===== config.mk =====
export PLATFORM = sky130hd
export DESIGN_NAME = alarm_timer_bank_core
export DESIGN_NICKNAME = d
export VERILOG_FILES = /design/src/design/atb_pkg.sv /design/src/design/atb_timer_cell.sv /design/src/design/alarm_timer_bank_core.sv
export VERILOG_INCLUDE_DIRS = /design/src /design/src/design
export SDC_FILE = /design/constraint.sdc
export NUM_CORES = 1
export LEC_CHECK = 0
export BUFFER_PORTS_ARGS = -buffer_cell sky130_fd_sc_hd__buf_2
export CAP_MARGIN = 10
export CELL_PAD_IN_SITES_DETAIL_PLACEMENT = 0
export CELL_PAD_IN_SITES_GLOBAL_PLACEMENT = 2
export CORE_ASPECT_RATIO = 2
export CORE_MARGIN = 5
export CORE_UTILIZATION = 38
export CTS_CLUSTER_DIAMETER = 80
export DETAILED_ROUTE_END_ITERATION = 10
export PLACE_DENSITY = 0.87
export SLEW_MARGIN = 20
export SYNTH_ARGS = -nofsm -noshare
export SYNTH_HDL_FRONTEND = slang
export SYNTH_SLANG_ARGS = --single-unit

===== constraint.sdc =====
create_clock -name aclk -period 5.2 [get_ports aclk]
set_input_delay 1.04 -clock aclk [delete_from_list [all_inputs] [get_ports aclk]]
set_output_delay 1.04 -clock aclk [all_outputs]
set_load 0.01 [all_outputs]

===== src/design/alarm_timer_bank_core_macros.svh =====
// assertion macros used by the alarm timer bank core
`ifndef ALARM_TIMER_BANK_CORE_MACROS_SVH
`define ALARM_TIMER_BANK_CORE_MACROS_SVH

// same-cycle implication, checked out of reset
`define ATB_ASSERT_IMP(label, clk, rst_n, ante, cons) \
    label: assert property (@(posedge clk) disable iff (!(rst_n)) (ante) |-> (cons)) \
        else $error("alarm timer bank assertion failed");

// next-cycle implication, checked out of reset
`define ATB_ASSERT_NXT(label, clk, rst_n, ante, cons) \
    label: assert property (@(posedge clk) disable iff (!(rst_n)) (ante) |=> (cons)) \
        else $error("alarm timer bank assertion failed");

`endif


===== src/design/atb_pkg.sv =====
// types and constants of the alarm timer bank
`default_nettype none

package atb_pkg;

    localparam int TIMER_SEL_W = 2;
    localparam int REG_SEL_W   = 3;
    localparam int COUNT_W     = 32;
    localparam int MASK_W      = 4;

    // request kinds
    localparam logic REQ_TICK  = 1'b0;
    localparam logic REQ_WRITE = 1'b1;

    // register write codes
    localparam logic [REG_SEL_W-1:0] REG_BEGIN = 3'd0;
    localparam logic [REG_SEL_W-1:0] REG_ALARM = 3'd1;
    localparam logic [REG_SEL_W-1:0] REG_COUNT = 3'd2;
    localparam logic [REG_SEL_W-1:0] REG_START = 3'd3;
    localparam logic [REG_SEL_W-1:0] REG_STOP  = 3'd4;

    // per-timer control for one transaction
    typedef struct packed {
        logic                        tick;
        logic                        write;
        logic [REG_SEL_W-1:0]        reg_sel;
        logic signed [COUNT_W-1:0]   value;
        logic                        flag;
    } cell_ctl_t;

endpackage

`default_nettype wire


===== src/design/atb_timer_cell.sv =====
// one up/down alarm timer with auto-reload
`default_nettype none

module atb_timer_cell (
    input  wire logic              aclk,
    input  wire logic              aresetn,
    input  wire atb_pkg::cell_ctl_t ctl,
    output logic                   fire
);
    import atb_pkg::*;

    logic signed [COUNT_W-1:0] count_reg, count_next;
    logic signed [COUNT_W-1:0] alarm_reg, alarm_next;
    logic signed [COUNT_W-1:0] reload_reg, reload_next;
    logic                      enabled_reg, enabled_next;
    logic                      up_reg, up_next;
    logic                      auto_reg, auto_next;

    logic signed [COUNT_W-1:0] count_inc;
    logic signed [COUNT_W-1:0] count_dec;
    logic                      hit_up;
    logic                      hit_down;

    // step and compare, signed with wrap
    assign count_inc = count_reg + COUNT_W'(1);
    assign count_dec = count_reg - COUNT_W'(1);
    assign hit_up    = (count_inc >= alarm_reg);
    assign hit_down  = (count_dec <= $signed(COUNT_W'(0)));
    assign fire      = ctl.tick && enabled_reg && (up_reg ? hit_up : hit_down);

    // next state for a tick or a register write
    always_comb begin
        count_next   = count_reg;
        alarm_next   = alarm_reg;
        reload_next  = reload_reg;
        enabled_next = enabled_reg;
        up_next      = up_reg;
        auto_next    = auto_reg;
        if (ctl.tick && enabled_reg) begin
            if (up_reg) begin
                count_next = hit_up ? '0 : count_inc;
            end else begin
                count_next = hit_down ? reload_reg : count_dec;
            end
            if (fire && !auto_reg) begin
                enabled_next = 1'b0;
            end
        end else if (ctl.write) begin
            case (ctl.reg_sel)
                REG_BEGIN: begin
                    up_next      = ctl.flag;
                    enabled_next = 1'b1;
                end
                REG_ALARM: begin
                    alarm_next = ctl.value;
                    auto_next  = ctl.flag;
                end
                REG_COUNT: begin
                    reload_next = ctl.value;
                    count_next  = up_reg ? '0 : alarm_reg;
                end
                REG_START: begin
                    enabled_next = 1'b1;
                end
                REG_STOP: begin
                    enabled_next = 1'b0;
                end
                default: begin
                end
            endcase
        end
    end

    // timer state
    always_ff @(posedge aclk) begin
        if (!aresetn) begin
            count_reg   <= '0;
            alarm_reg   <= '0;
            reload_reg  <= '0;
            enabled_reg <= 1'b0;
            up_reg      <= 1'b1;
            auto_reg    <= 1'b0;
        end else begin
            count_reg   <= count_next;
            alarm_reg   <= alarm_next;
            reload_reg  <= reload_next;
            enabled_reg <= enabled_next;
            up_reg      <= up_next;
            auto_reg    <= auto_next;
        end
    end

endmodule

`default_nettype wire


===== src/design/alarm_timer_bank_core.sv =====
// Alarm timer bank: NUM_TIMERS up/down timers with alarm and auto-reload.
// Each transaction is a tick (every enabled timer steps by one) or a register
// write to one timer (begin, alarm, count, start, stop). Every transaction
// gives exactly one result, the mask of timers that fired on that tick (zero
// for writes; only timers 0 to 3 show in the mask, and only timers 0 to 3 can
// be addressed). One transaction is taken per clock cycle while m_ready stays
// high. A transaction is first held in the input register, then the timer
// update and mask go into the result register in a single pass, which raises
// m_valid. While a result waits, the input register holds one more transaction
// and s_ready drops until m_ready frees the result register.
`default_nettype none

`include "alarm_timer_bank_core_macros.svh"

module alarm_timer_bank_core #(
    parameter int NUM_TIMERS = 4
) (
    input  wire logic                              aclk,
    input  wire logic                              aresetn,
    input  wire logic                              s_valid,
    output logic                                   s_ready,
    input  wire logic                              s_req_type,
    input  wire logic [atb_pkg::TIMER_SEL_W-1:0]   s_timer_sel,
    input  wire logic [atb_pkg::REG_SEL_W-1:0]     s_reg_sel,
    input  wire logic signed [atb_pkg::COUNT_W-1:0] s_write_value,
    input  wire logic                              s_write_flag,
    output logic                                   m_valid,
    input  wire logic                              m_ready,
    output logic [atb_pkg::MASK_W-1:0]             m_fire_mask
);
    import atb_pkg::*;

    localparam int ADDR_RANGE = 1 << TIMER_SEL_W;

    logic                      in_valid_reg;
    logic                      in_req_type_reg;
    logic [TIMER_SEL_W-1:0]    in_timer_sel_reg;
    logic [REG_SEL_W-1:0]      in_reg_sel_reg;
    logic signed [COUNT_W-1:0] in_write_value_reg;
    logic                      in_write_flag_reg;

    logic                      m_valid_reg;
    logic [MASK_W-1:0]         m_fire_mask_reg, m_fire_mask_next;

    logic                      advance;
    logic [NUM_TIMERS-1:0]     fire_vec;

    // move the held transaction into the result register when it is free
    assign advance = in_valid_reg && (!m_valid_reg || m_ready);
    assign s_ready = !in_valid_reg || advance;

    // input register
    always_ff @(posedge aclk) begin
        if (!aresetn) begin
            in_valid_reg <= 1'b0;
        end else if (s_ready) begin
            in_valid_reg <= s_valid;
        end
    end

    always_ff @(posedge aclk) begin
        if (s_valid && s_ready) begin
            in_req_type_reg    <= s_req_type;
            in_timer_sel_reg   <= s_timer_sel;
            in_reg_sel_reg     <= s_reg_sel;
            in_write_value_reg <= s_write_value;
            in_write_flag_reg  <= s_write_flag;
        end
    end

    // timer cells
    for (genvar i = 0; i < NUM_TIMERS; i++) begin : g_timer
        cell_ctl_t ctl;
        logic      hit_sel;

        if (i < ADDR_RANGE) begin : g_addr
            assign hit_sel = (in_timer_sel_reg == TIMER_SEL_W'(i));
        end else begin : g_noaddr
            assign hit_sel = 1'b0;
        end

        assign ctl.tick    = advance && (in_req_type_reg == REQ_TICK);
        assign ctl.write   = advance && (in_req_type_reg == REQ_WRITE) && hit_sel;
        assign ctl.reg_sel = in_reg_sel_reg;
        assign ctl.value   = in_write_value_reg;
        assign ctl.flag    = in_write_flag_reg;

        atb_timer_cell u_cell (
            .aclk    (aclk),
            .aresetn (aresetn),
            .ctl     (ctl),
            .fire    (fire_vec[i])
        );
    end

    // fire mask over the first four timers
    for (genvar j = 0; j < MASK_W; j++) begin : g_mask
        if (j < NUM_TIMERS) begin : g_bit
            assign m_fire_mask_next[j] = fire_vec[j];
        end else begin : g_zero
            assign m_fire_mask_next[j] = 1'b0;
        end
    end

    // result register
    always_ff @(posedge aclk) begin
        if (!aresetn) begin
            m_valid_reg <= 1'b0;
        end else if (advance) begin
            m_valid_reg <= 1'b1;
        end else if (m_ready) begin
            m_valid_reg <= 1'b0;
        end
    end

    always_ff @(posedge aclk) begin
        if (advance) begin
            m_fire_mask_reg <= m_fire_mask_next;
        end
    end

    assign m_valid     = m_valid_reg;
    assign m_fire_mask = m_fire_mask_reg;

    // checks
    `ATB_ASSERT_NXT(a_write_no_fire, aclk, aresetn,
        advance && (in_req_type_reg == REQ_WRITE), m_fire_mask == '0)
    `ATB_ASSERT_IMP(a_stall_only_full, aclk, aresetn, !s_ready, in_valid_reg && m_valid_reg)
    `ATB_ASSERT_IMP(a_result_from_input, aclk, aresetn, $rose(m_valid), $past(advance))

endmodule

`default_nettype wire


==> results.md <==
* Core area at 74800 sq um
* Simple-gate share of the synthesized area at 25.2%
* Startpoint type of the worst setup path: flip-flop
* Post-route setup TNS at 0 ns
* Largest family of logic cells by synthesized area: simple AND/OR/NAND/NOR gates
* Fraction of post-synthesis cell area in the top cell type by area at 27.8%
* Pin count of the biggest net entering global routing at 75
* Floorplan die height at 398 um
* Number of global-route vias before repair at 27949
* Count of vias placed by the detailed router at 28221
* Root Buffer Master: clkbuf_16
* Crit-path max FO at 9
* Status: complete, no violations
* H-tree depth reported by CTS at 2
* Power density cells at 233 nW/um^2
* Critical Path End Type: flip-flop
* Initial Util at 38.3%
* Total of flip-flops plus latches after synthesis at 441
* IO Count at 49
* Total of fill cells in the finished design at 7805
* Area of the mapped netlist at 28600 sq um
* Die width at 204 um
* WL final at 115000 um
* Final HPWL from detailed placement at about 80000 um
* DRC errors left at 0
* Leading cell types by count after synthesis: 775 x nand2_1, 482 x a21oi_1, 398 x dfxtp_1
* Area grow syn2layout at 9.80%
* Total Nets Final at 3949
* Length of the first detailed-routing pass in iterations at 5
* Number of routed nets with antenna violations at 0
* Global placement routability congestion at 0.983
* Worst Max-Slew Pin Slew at around 1.1 ns
* Overflow left after global routing at 0
* Area taken by multi-input logic gates at 17300 sq um
* Standard-cell row count at 142
* Final number of max-transition violations at 0
* Path type of the worst setup path: flip-flop to flip-flop
* Detail-routed net length per standard cell at 23.9 um
* Synth area leaders: dfxtp_1 28%, nand2_1 10%, a21oi_1 8.4%
* Maximum buffer depth of the clock tree at 3
* Final Hold Fails at 0
* Critical path data arrival time at 5.24 ns
* CTS tree: built
* Synthesized netlist net count at ~4000
* Compound-cell area share of the yosys netlist at 21.3%
* Sequential standard cell area at about 9300 sq um
* Hold WC Path Type: flip-flop to flip-flop
* Number of CTS-inserted buffers at 43
* Hold-fix buffers at CTS at 0
* Max-slew headroom at the worst pin at 26.7%
* Final worst-path cycle share at 91.8%
* Gate count of the mapped netlist at 3865
* Setup repair after global routing missed its margin: no
* Sinks on the clock net at 441
* Count of flip-flops with a built-in enable after synthesis at 43
* Number of maximum-capacitance constraint violations at 0
* Post-synthesis share of cell area spent on full adders, half adders and majority gates at 6.12%
* First-pass GRT wire length at 173000 um
* Clk pin slew, worst setup/hold paths at 0.07 ns
* Clk Latency, worst-skew pair at about 0.58 ns
* Ys async rst share at 0%
* Mux share of post-synthesis cell area at 1.08%
* Max Clk Rate at about 210 MHz
* Global router's overall resource usage at 27.4%
* Final count of negative-setup-slack endpoints at 0
* CP Data Required Time at 5.66 ns
* Most numerous cell in the Yosys netlist: nand2_1
* Detailed-route vias per instance at 5.87
* Dominant register cell in the synthesized netlist: dfxtp_1
* Post-Synth XOR/XNOR Area at under 10%
* Max IR drop VDD at about 210 uV
* Final critical path time including I/O delays and setup at 4.78 ns
* First-iteration detailed-routing DRC count at between 2000 and 2500
* Post-place setup slack at between 0.3 and 0.4 ns
* Post-route worst setup slack at between 0.4 and 0.5 ns
* Die area at a little over 80000 sq um
* Mean Syn Cell Area at between 7 and 8 sq um
* Initial antenna violation count at 1
* Register area share after synthesis at between 30% and 40%
* Post-synthesis cell type with the largest combined area: dfxtp_1
* Post-synth cell types at 87
* Standby leakage power at 0.0116 uW
* Layout cells sized above 1 at 8.84%
* Worst Skew at between 0.015 and 0.02 ns
* IO Port Bufs at between 40 and 50
* Number of warning messages in the yosys log at 0
## layout by cell type (no fill, tap or decap), types with 45 or more instances in the layout
| cell type | count |
|---|---|
| nand2_1 | 770 |
| a21oi_1 | 482 |
| dfxtp_1 | 397 |
| inv_1 | 177 |
| nor2_1 | 161 |
| ha_1 | 140 |
| buf_4 | 140 |
| nand3_1 | 133 |
| o21ai_0 | 130 |
| xnor2_1 | 125 |
| xor2_1 | 88 |
| nor3_1 | 88 |
| nand4_1 | 82 |
| o31ai_1 | 59 |
| nor4_1 | 53 |
| buf_2 | 47 |
| clkbuf_16 | 45 |
## path summary, 6_finish.rpt
check	start	to	slack (ns)	cells after the start
setup / recovery	g_timer[0].u_cell.count_reg[7]	g_timer[0].u_cell.count_reg[18]	0.42	15
hold / removal	g_timer[3].u_cell.reload_reg[28]	g_timer[3].u_cell.reload_reg[28]	0.45	2
setup reg to reg	g_timer[0].u_cell.count_reg[7]	g_timer[0].u_cell.count_reg[18]	0.42	15
hold reg to reg	g_timer[3].u_cell.reload_reg[28]	g_timer[3].u_cell.reload_reg[28]	0.45	2
## worst max-delay path: stages, from the launching register on
cell and delay, ns:
dfxtp_1 0.47, and4_1 0.29, nand4_1 0.22, nor4_1 0.46
and3_1 0.36, nand4_1 0.17, xnor2_1 0.18, ha_1 0.36
nand4_1 0.18, nor4_2 0.48, nand2_1 0.10, o31ai_1 0.38
nor3_2 0.12, buf_4 0.20, a221o_1 0.35, o311a_1 0.35
## per-layer routing
layer | global-route usage [%] | up-vias | part of all wire [%]
met5 | 0 | - | 0
met4 | 15.7 | 0 | 6.8
met3 | 2.60 | 279 | 4.2
met2 | 51.2 | 816 | 52
met1 | 29.7 | 13688 | 37
li1 | - | 13438 | -
## through the flow
stage                     hold slack, ns  area (sq um)  cells  utilization [%]  total power, uW
final                              0.453         31400   4809             42.0             7330
after global routing               0.470         31400   4808             42.0             7540
after CTS                          0.447         31400   4808             42.0             7400
after detailed placement           0.443         30000   4729             40.1             4040
after global placement             0.440         29900   4728             40.0             4040
after floorplan                    0.426         28600   3865                -             3820
## cell families after synthesis
family / Yosys count
and+or+nand+nor: 1534
AOI/OAI and AO/OA: 990
muxes: 30
xor gates and xnor gates: 213
buffers and inverters: 517
DFF: 441
adders and majority gates: 140
## power breakdown
part | internal, uW | total [uW] | switching [uW]
Combinational | 117 | 405 | 288
Sequential | 3460 | 3560 | 104
Clock | 1860 | 3370 | 1500
Total | 5440 | 7330 | 1890
## cell type report
cell class / instances / area share, %
multi-input cells: 2907 / 55.2
well taps: 1008 / 4.01
clock buffers: 56 / 3.87
diodes: 1 / 0.00796
repair buffers: 194 / 4.52
flip-flops and latches: 441 / 29.5
clock inverters: 23 / 0.760
inverters: 179 / 2.16
## timing repair
| action | 4_1_cts | 5_1_grt |
|---|---|---|
| setup buffers | 0 | 0 |
| gates resized for setup | 0 | 1 |
| endpoints found under the setup margin | 0 | 1 |
Power figures use the tool's default switching activity.
